File: src/hdl/almf_pkg.sv
`timescale 1ns / 1ps
`default_nettype none
package almf_pkg;

	localparam int BUFFER_BYTES_DEFAULT = 4096;
	localparam int INDEX_W = 12;
	localparam int PADDR_W = 3;
	localparam int PDATA_W = 32;
	localparam int MIN_CLOSE_INDEX = 12;
	localparam int STAR_WINDOW = 11;
	localparam int PREFIX_LEN = 8;

	localparam logic [7:0] CHAR_HASH = 8'h23;
	localparam logic [7:0] CHAR_STAR = 8'h2A;
	localparam logic [7:0] CHAR_NL = 8'h0A;

	typedef enum logic [0:0] {
		REG_ENABLE = 1'b0
	} reg_index_t;

	function automatic logic [7:0] prefix_char(input logic [2:0] pos);
		logic [7:0] c;
		unique case (pos)
			3'd0: c = 8'h23;
			3'd1: c = 8'h52;
			3'd2: c = 8'h41;
			3'd3: c = 8'h4E;
			3'd4: c = 8'h47;
			3'd5: c = 8'h45;
			3'd6: c = 8'h41;
			3'd7: c = 8'h2C;
			default: c = 8'h00;
		endcase
		return c;
	endfunction

endpackage
`default_nettype wire

File: src/hdl/ascii_log_message_framer.sv
// A result is registered and appears in the cycle after its byte transaction is accepted.
// Throughput: one byte per cycle; the output register is refilled in the same
// cycle it is drained, so rx_ready falls only while a result is held back.
// Reset: arst_n clears enable, all framing state and the output valid at once.
// No clearing pass is needed; the block takes bytes straight after reset.
`timescale 1ns / 1ps
`default_nettype none
module ascii_log_message_framer #(
	parameter int BUFFER_BYTES = almf_pkg::BUFFER_BYTES_DEFAULT
) (
	input  wire logic                         clk,
	input  wire logic                         arst_n,
	input  wire logic                         psel,
	input  wire logic                         penable,
	input  wire logic                         pwrite,
	input  wire logic [almf_pkg::PADDR_W-1:0] paddr,
	input  wire logic [almf_pkg::PDATA_W-1:0] pwdata,
	output logic      [almf_pkg::PDATA_W-1:0] prdata,
	output logic                              pready,
	input  wire logic                         rx_valid,
	output logic                              rx_ready,
	input  wire logic [7:0]                   rx_byte,
	output logic                              res_valid,
	input  wire logic                         res_ready,
	output logic      [7:0]                   out_byte,
	output logic                              stored,
	output logic      [almf_pkg::INDEX_W-1:0] byte_index,
	output logic                              frame_start,
	output logic                              frame_end,
	output logic                              prefix_match,
	output logic                              overflow
);
	import almf_pkg::*;

	localparam int LEN_W = $clog2(BUFFER_BYTES);
	localparam logic [LEN_W-1:0] LEN_MAX = LEN_W'(BUFFER_BYTES - 1);
	localparam logic [LEN_W:0] WINDOW = (LEN_W + 1)'(STAR_WINDOW);
	localparam logic [LEN_W-1:0] CLOSE_MIN = LEN_W'(MIN_CLOSE_INDEX);
	localparam logic [LEN_W-1:0] PFX_LEN = LEN_W'(PREFIX_LEN);

	logic             enable_q;
	logic             framing_q;
	logic [LEN_W-1:0] len_q;
	logic [LEN_W-1:0] star_pos_q;
	logic             star_seen_q;
	logic             pfx_ok_q;

	logic             res_valid_q;
	logic [7:0]       out_byte_q;
	logic             stored_q;
	logic [INDEX_W-1:0] index_q;
	logic             start_q;
	logic             end_q;
	logic             pmatch_q;
	logic             ovf_q;

	logic             rx_fire;
	logic             cfg_wr;
	logic             cfg_sel;
	logic             enable_rise;

	logic             framing_d;
	logic [LEN_W-1:0] len_d;
	logic [LEN_W-1:0] star_pos_d;
	logic             star_seen_d;
	logic             pfx_ok_d;
	logic             st_stored;
	logic [LEN_W-1:0] st_idx;
	logic             st_start;
	logic             st_end;
	logic             st_pmatch;
	logic             st_ovf;
	logic             pfx_bad;
	logic             star_near;
	logic [LEN_W+INDEX_W-1:0] idx_wide;

	assign pready      = 1'b1;
	assign rx_ready    = !res_valid_q || res_ready;
	assign rx_fire     = rx_valid && rx_ready;
	assign cfg_sel     = paddr[2] == REG_ENABLE;
	assign cfg_wr      = psel && penable && pwrite && cfg_sel;
	assign enable_rise = cfg_wr && pwdata[0] && !enable_q;

	always_comb begin
		prdata = '0;
		if (cfg_sel) begin
			prdata[0] = enable_q;
		end
	end

	assign pfx_bad   = (len_q < PFX_LEN) && (rx_byte != prefix_char(len_q[2:0]));
	assign star_near = ({1'b0, star_pos_q} + WINDOW) >= {1'b0, len_q};

	always_comb begin
		framing_d   = framing_q;
		len_d       = len_q;
		star_pos_d  = star_pos_q;
		star_seen_d = star_seen_q;
		pfx_ok_d    = pfx_ok_q;
		st_stored   = 1'b0;
		st_idx      = '0;
		st_start    = 1'b0;
		st_end      = 1'b0;
		st_pmatch   = 1'b0;
		st_ovf      = 1'b0;
		if (enable_q) begin
			priority if (!framing_q) begin
				if (rx_byte == CHAR_HASH) begin
					framing_d   = 1'b1;
					len_d       = LEN_W'(1);
					star_seen_d = 1'b0;
					star_pos_d  = '0;
					pfx_ok_d    = 1'b1;
					st_stored   = 1'b1;
					st_start    = 1'b1;
				end
			end else if (len_q >= LEN_MAX) begin
				framing_d   = 1'b0;
				len_d       = '0;
				star_pos_d  = '0;
				star_seen_d = 1'b0;
				pfx_ok_d    = 1'b0;
				st_ovf      = 1'b1;
			end else begin
				st_stored = 1'b1;
				st_idx    = len_q;
				if (pfx_bad) begin
					pfx_ok_d = 1'b0;
				end
				if (rx_byte == CHAR_STAR) begin
					star_seen_d = 1'b1;
					star_pos_d  = len_q;
				end
				len_d = len_q + LEN_W'(1);
				if (rx_byte == CHAR_NL && len_q >= CLOSE_MIN && star_seen_q && star_near) begin
					st_end      = 1'b1;
					st_pmatch   = pfx_ok_d;
					framing_d   = 1'b0;
					len_d       = '0;
					star_pos_d  = '0;
					star_seen_d = 1'b0;
					pfx_ok_d    = 1'b0;
				end
			end
		end
	end

	assign idx_wide = {{INDEX_W{1'b0}}, st_idx};

	always_ff @(posedge clk or negedge arst_n) begin
		if (!arst_n) begin
			enable_q    <= 1'b0;
			framing_q   <= 1'b0;
			len_q       <= '0;
			star_pos_q  <= '0;
			star_seen_q <= 1'b0;
			pfx_ok_q    <= 1'b0;
		end else begin
			if (enable_rise) begin
				framing_q   <= 1'b0;
				len_q       <= '0;
				star_pos_q  <= '0;
				star_seen_q <= 1'b0;
				pfx_ok_q    <= 1'b0;
			end else if (rx_fire) begin
				framing_q   <= framing_d;
				len_q       <= len_d;
				star_pos_q  <= star_pos_d;
				star_seen_q <= star_seen_d;
				pfx_ok_q    <= pfx_ok_d;
			end
			if (cfg_wr) begin
				enable_q <= pwdata[0];
			end
		end
	end

	always_ff @(posedge clk or negedge arst_n) begin
		if (!arst_n) begin
			res_valid_q <= 1'b0;
		end else if (rx_fire) begin
			res_valid_q <= 1'b1;
		end else if (res_ready) begin
			res_valid_q <= 1'b0;
		end
	end

	always_ff @(posedge clk) begin
		if (rx_fire) begin
			out_byte_q <= rx_byte;
			stored_q   <= st_stored;
			index_q    <= idx_wide[INDEX_W-1:0];
			start_q    <= st_start;
			end_q      <= st_end;
			pmatch_q   <= st_pmatch;
			ovf_q      <= st_ovf;
		end
	end

	assign res_valid    = res_valid_q;
	assign out_byte     = out_byte_q;
	assign stored       = stored_q;
	assign byte_index   = index_q;
	assign frame_start  = start_q;
	assign frame_end    = end_q;
	assign prefix_match = pmatch_q;
	assign overflow     = ovf_q;

`ifndef SYNTH
	a_disabled_drops: assert property (@(posedge clk) disable iff (!arst_n)
		rx_fire && !enable_q |=> res_valid && !stored && !frame_start)
		else $error("byte taken into a frame while disabled");

	a_full_overflows: assert property (@(posedge clk) disable iff (!arst_n)
		rx_fire && enable_q && framing_q && len_q >= LEN_MAX |=> overflow && !stored)
		else $error("full frame did not overflow");

	a_hash_opens: assert property (@(posedge clk) disable iff (!arst_n)
		rx_fire && enable_q && !framing_q && rx_byte == CHAR_HASH
		|=> framing_q && frame_start && stored && byte_index == '0)
		else $error("hash did not open a frame");

	a_hold_result: assert property (@(posedge clk) disable iff (!arst_n)
		res_valid && !res_ready |=> res_valid && $stable(out_byte) && $stable(byte_index))
		else $error("pending result changed");
`endif

endmodule
`default_nettype wire

File: config.mk
export PLATFORM = sky130hd
export DESIGN_NAME = ascii_log_message_framer
export DESIGN_NICKNAME = d
export VERILOG_FILES = /design/src/hdl/almf_pkg.sv /design/src/hdl/ascii_log_message_framer.sv
export SDC_FILE = /design/constraint.sdc
export NUM_CORES = 1
export LEC_CHECK = 0
export ABC_AREA = 1
export BUFFER_PORTS_ARGS = -buffer_cell sky130_fd_sc_hd__buf_2
export CORE_AREA = 2 2 105 107
export DETAILED_ROUTE_END_ITERATION = 8
export DIE_AREA = 0 0 107 109
export PLACE_DENSITY = 0.57
export SLEW_MARGIN = 25
export SYNTH_ARGS = -nofsm -noshare
export SYNTH_HDL_FRONTEND = slang
export SYNTH_SLANG_ARGS = --single-unit
export TNS_END_PERCENT = 5
File: constraint.sdc
create_clock -name clk -period 3.1 [get_ports clk]
set_input_delay 0.155 -clock clk [delete_from_list [all_inputs] [get_ports clk]]
set_output_delay 0.155 -clock clk [all_outputs]
set_load 0.01 [all_outputs]
==> flow_summary.ini <==
[floorplanning]
die_h_microns = 109
core_area_sq_um = 10600
die_w_microns = 107
start_util_pct = 32.3
die_area_sq_um = 11700
ios = 110
rows = 38

[placement]
dpl_worst_slack_ns = 0.188
placed_area_sq_um = 3670
gp_congestion = 0.847
place.port_buffers = 44
dp_hpwl_mm = 5.26
placed_cells = 596

[timing]
fin_hold_ws_ns = 0.0479
period_share_pct = 91.0
setup_violations = 0
fin_ws_ns = 0.278
fin_skew_ns = 0.00902
slew_headroom_pct = 36.8
max_freq_ghz = 0.354
tightest_slew_ns = 0.948
hold_violations = 0
maxSlewViolCount = 0
min_period_ns = 2.82

[clock_tree]
clk_latency_ns = 0.31
cts-root-buf = clkbuf_8
cts.path.max_buffers = 2
cts_sinks = 54
htreeDepth = 2
cts.clk_slew.worst_paths_ns = 0.10
cts_buffers = 5
cts_tree = done

[global_routing]
grt.busiest_layer = met2
antenna_found_initial = 0
grt_max_degree = 30
grt_pass1_vias = 2365
gr-usage-all-layers_pct = 12.3
grtUsageMet2_pct = 20.8
grt_pass1_wl_mm = 11.2
grt_remaining_overflow = 0
met1_usage_pct = 16.3
met3_usage_pct = 1.97

[detailed_routing]
routed_wl_mm = 6.94
dr.pass1.iters = 4
drt_iter0_markers = 72
vias_per_cell = 4.26
vias = 2581
drc = 0
drtAntennaViolNets = 0
wire_per_inst_microns = 11.5

[setup_path]
ff2ff_setup_slack_ns = 0.28
critPathMaxStageDelay_ns = 0.42
r2r_start = star_pos_q[0]
crit_family = simple AND/OR/NAND/NOR gates
worstPathMaxFanout = 12
startpoint_type = flop
crit_buf_inv = 5
r2r-end = star_pos_q[8]
cp-end-kind = flop
cp_slowest_cell = dfrtp_1
crit_top_cell = nand2_1
reg2reg_depth = 23
critical_path_class = reg -> reg
cp.required_ns = 3.35
crit_chain = o21ai_1 > inv_1 > nor2_1 > nor2_1 > nand2_1 > inv_1 > or2_2 > inv_1 > ha_1 > nand2_1 > inv_1 > nand2_1 > nand2_1 > nor2_1 > nand2_1 > nand2_2 > nand2_2 > nand2_4 > nand2_4 > nor2_4 > buf_12 > nand3_1 > nand2_1
arrival_ns = 3.08

[layout]
final_net_count = 534
final_cell_count_no_fill = 606
final_area_sq_um = 3790
drive_above_1_share_pct = 17.6
syn_to_final_growth_pct = 10.4
num_antenna_cells = 0

[logic_synthesis]
ys.flop_type = dfrtp_1
synth_cell_types = 34
ys_seq_area_share_pct = 43.0
async_flop_share_pct = 53.7
synth-edff-count = 25
synth_seq_cells = 54
synth_area_leaders = edfxtp_1 22%, dfrtp_1 21%, nand2_1 11%, buf_4 7.0%, ha_1 6.9%
yosysTopAreaCell = edfxtp_1
synthCells = 418
syn_area_per_cell_sq_um = 8.20
netlist_area_sq_um = 3430
yosys_warnings = 0
synth_top_area_share_pct = 21.9

[run_status]
status = finished clean

[pwr]
ir_worst_vdd_uv = 208
total_power_uw = 1960
cellLeakagePower_uw = 0.00191
power_density_nw_per_um2 = 516

[min_path]
min_path_type = in -> reg
worstHoldStart = rx_byte[7]
min_path_cells = 1
holdPathEnd = out_byte[7]

[job]
max_cap_viol_count = 0
## flip-flops by register name, summed over array words and instances, names as in the netlist
| register | flops |
|---|---|
| byte_index | 12 |
| len_q | 12 |
| star_pos_q | 12 |
| out_byte | 8 |
| enable_q | 1 |
| frame_end | 1 |
| frame_start | 1 |
| framing_q | 1 |
| overflow | 1 |
| pfx_ok_q | 1 |
| prefix_match | 1 |
| res_valid | 1 |
| star_seen_q | 1 |
| stored | 1 |
## worst max path at each step
stage | startpoint | to | slack, ns | cells past startpoint
after detailed placement | star_pos_q[0] | star_pos_q[8] | 0.19 | 22
after floorplan | star_pos_q[0] | star_pos_q[1] | 0.67 | 23
after global routing | star_pos_q[0] | star_pos_q[8] | -0.006 | 23
after CTS | star_pos_q[0] | star_pos_q[8] | 0.18 | 22
final | star_pos_q[0] | star_pos_q[8] | 0.28 | 23
after global placement | star_pos_q[0] | star_pos_q[7] | 0.24 | 22
## what timing repair did
item | CTS | global route
hold endpoints to repair | 29 | 0
hold buffers | 1 | 0
buffers inserted | 0 | 1
setup endpoints to repair | 0 | 14
resized for setup | 0 | 3
## cell usage after synthesis (3+ instances only)
cell type    n
xnor2_1      3
edfxtp_1    25
or2_2        4
ha_1        19
nor2_2       3
nand3_1     26
a21oi_1      9
buf_2        3
nand2_4      3
nand2_2      5
o21ai_0     11
inv_1       44
buf_6        3
nor2_1      52
nand2_1    104
xor2_1      11
dfrtp_1     29
buf_4       32
nand4_1      5
nor3_1       5
inv_2        4
## worst register-to-register path, cell delays in order (launching register included)
cell and delay (ns):
dfrtp_1 0.42, o21ai_1 0.12, inv_1 0.08, nor2_1 0.14, nor2_1 0.09, nand2_1 0.06, inv_1 0.07, or2_2 0.30
inv_1 0.07, ha_1 0.24, nand2_1 0.09, inv_1 0.04, nand2_1 0.06, nand2_1 0.05, nor2_1 0.10, nand2_1 0.09
nand2_2 0.07, nand2_2 0.07, nand2_4 0.11, nand2_4 0.07, nor2_4 0.12, buf_12 0.14, nand3_1 0.10, nand2_1 0.08
## cells in the final DEF (no fill, tap or decap), types with 2 or more instances in the layout
cell type  count
nand2_1      103
nor2_1        52
inv_1         44
buf_2         44
conb_1        32
dfrtp_1       29
nand3_1       26
edfxtp_1      25
ha_1          19
xor2_1        11
o21ai_0       10
a21oi_1        9
nand2_2        5
nand4_1        5
nor3_1         5
clkbuf_8       5
or2_2          4
inv_2          4
nand2_4        4
xnor2_1        3
nor2_2         3
buf_4          3
nor2_4         2
nand3_2        2
a21o_1         2
nor3_2         2
clkinv_2       2
## power by group
group,leakage [uW],internal [uW],switching [uW]
clock network,0.0000450,157,232
registers,0.000640,829,85.8
logic,0.00122,240,410
total,0.00191,1230,728
## cells by family (layout without fill, tap and decap cells)
family	Yosys count	in the layout	synth area share (%)
XOR/XNOR	14	14	3.58
adder cells (fa/ha/maj)	19	19	6.93
AO/OA/AOI/OAI	26	26	4.30
AND/OR/NAND/NOR	216	216	28.1
other	2	32	0.219
flip-flops	54	54	43.1
buffers and inverters	87	105	13.8
## per-stage QoR
stage / TNS [ns] / util, %
final: 0 / 35.7
after global routing: -0.00627 / 35.7
after CTS: 0 / 35.5
after detailed placement: 0 / 34.6
after global placement: 0 / 34.6
after floorplan: 0 / -
## metal layers
layer	part of all wire, %	wire length (microns)
met1	48	3300
met2	47	3260
met3	4.3	296
met4	1.2	85
met5	0	0
## cell type report
cell class	instances	area, sq um
Tap cell	140	175
Fill cell	1099	6820
Inverter	48	180
Multi-Input combinational cell	307	1600
Timing Repair Buffer	49	273
Sequential cell	54	1480
Clock buffer	6	72.6
Clock inverter	2	10.0
Power figures use the tool's default switching activity.
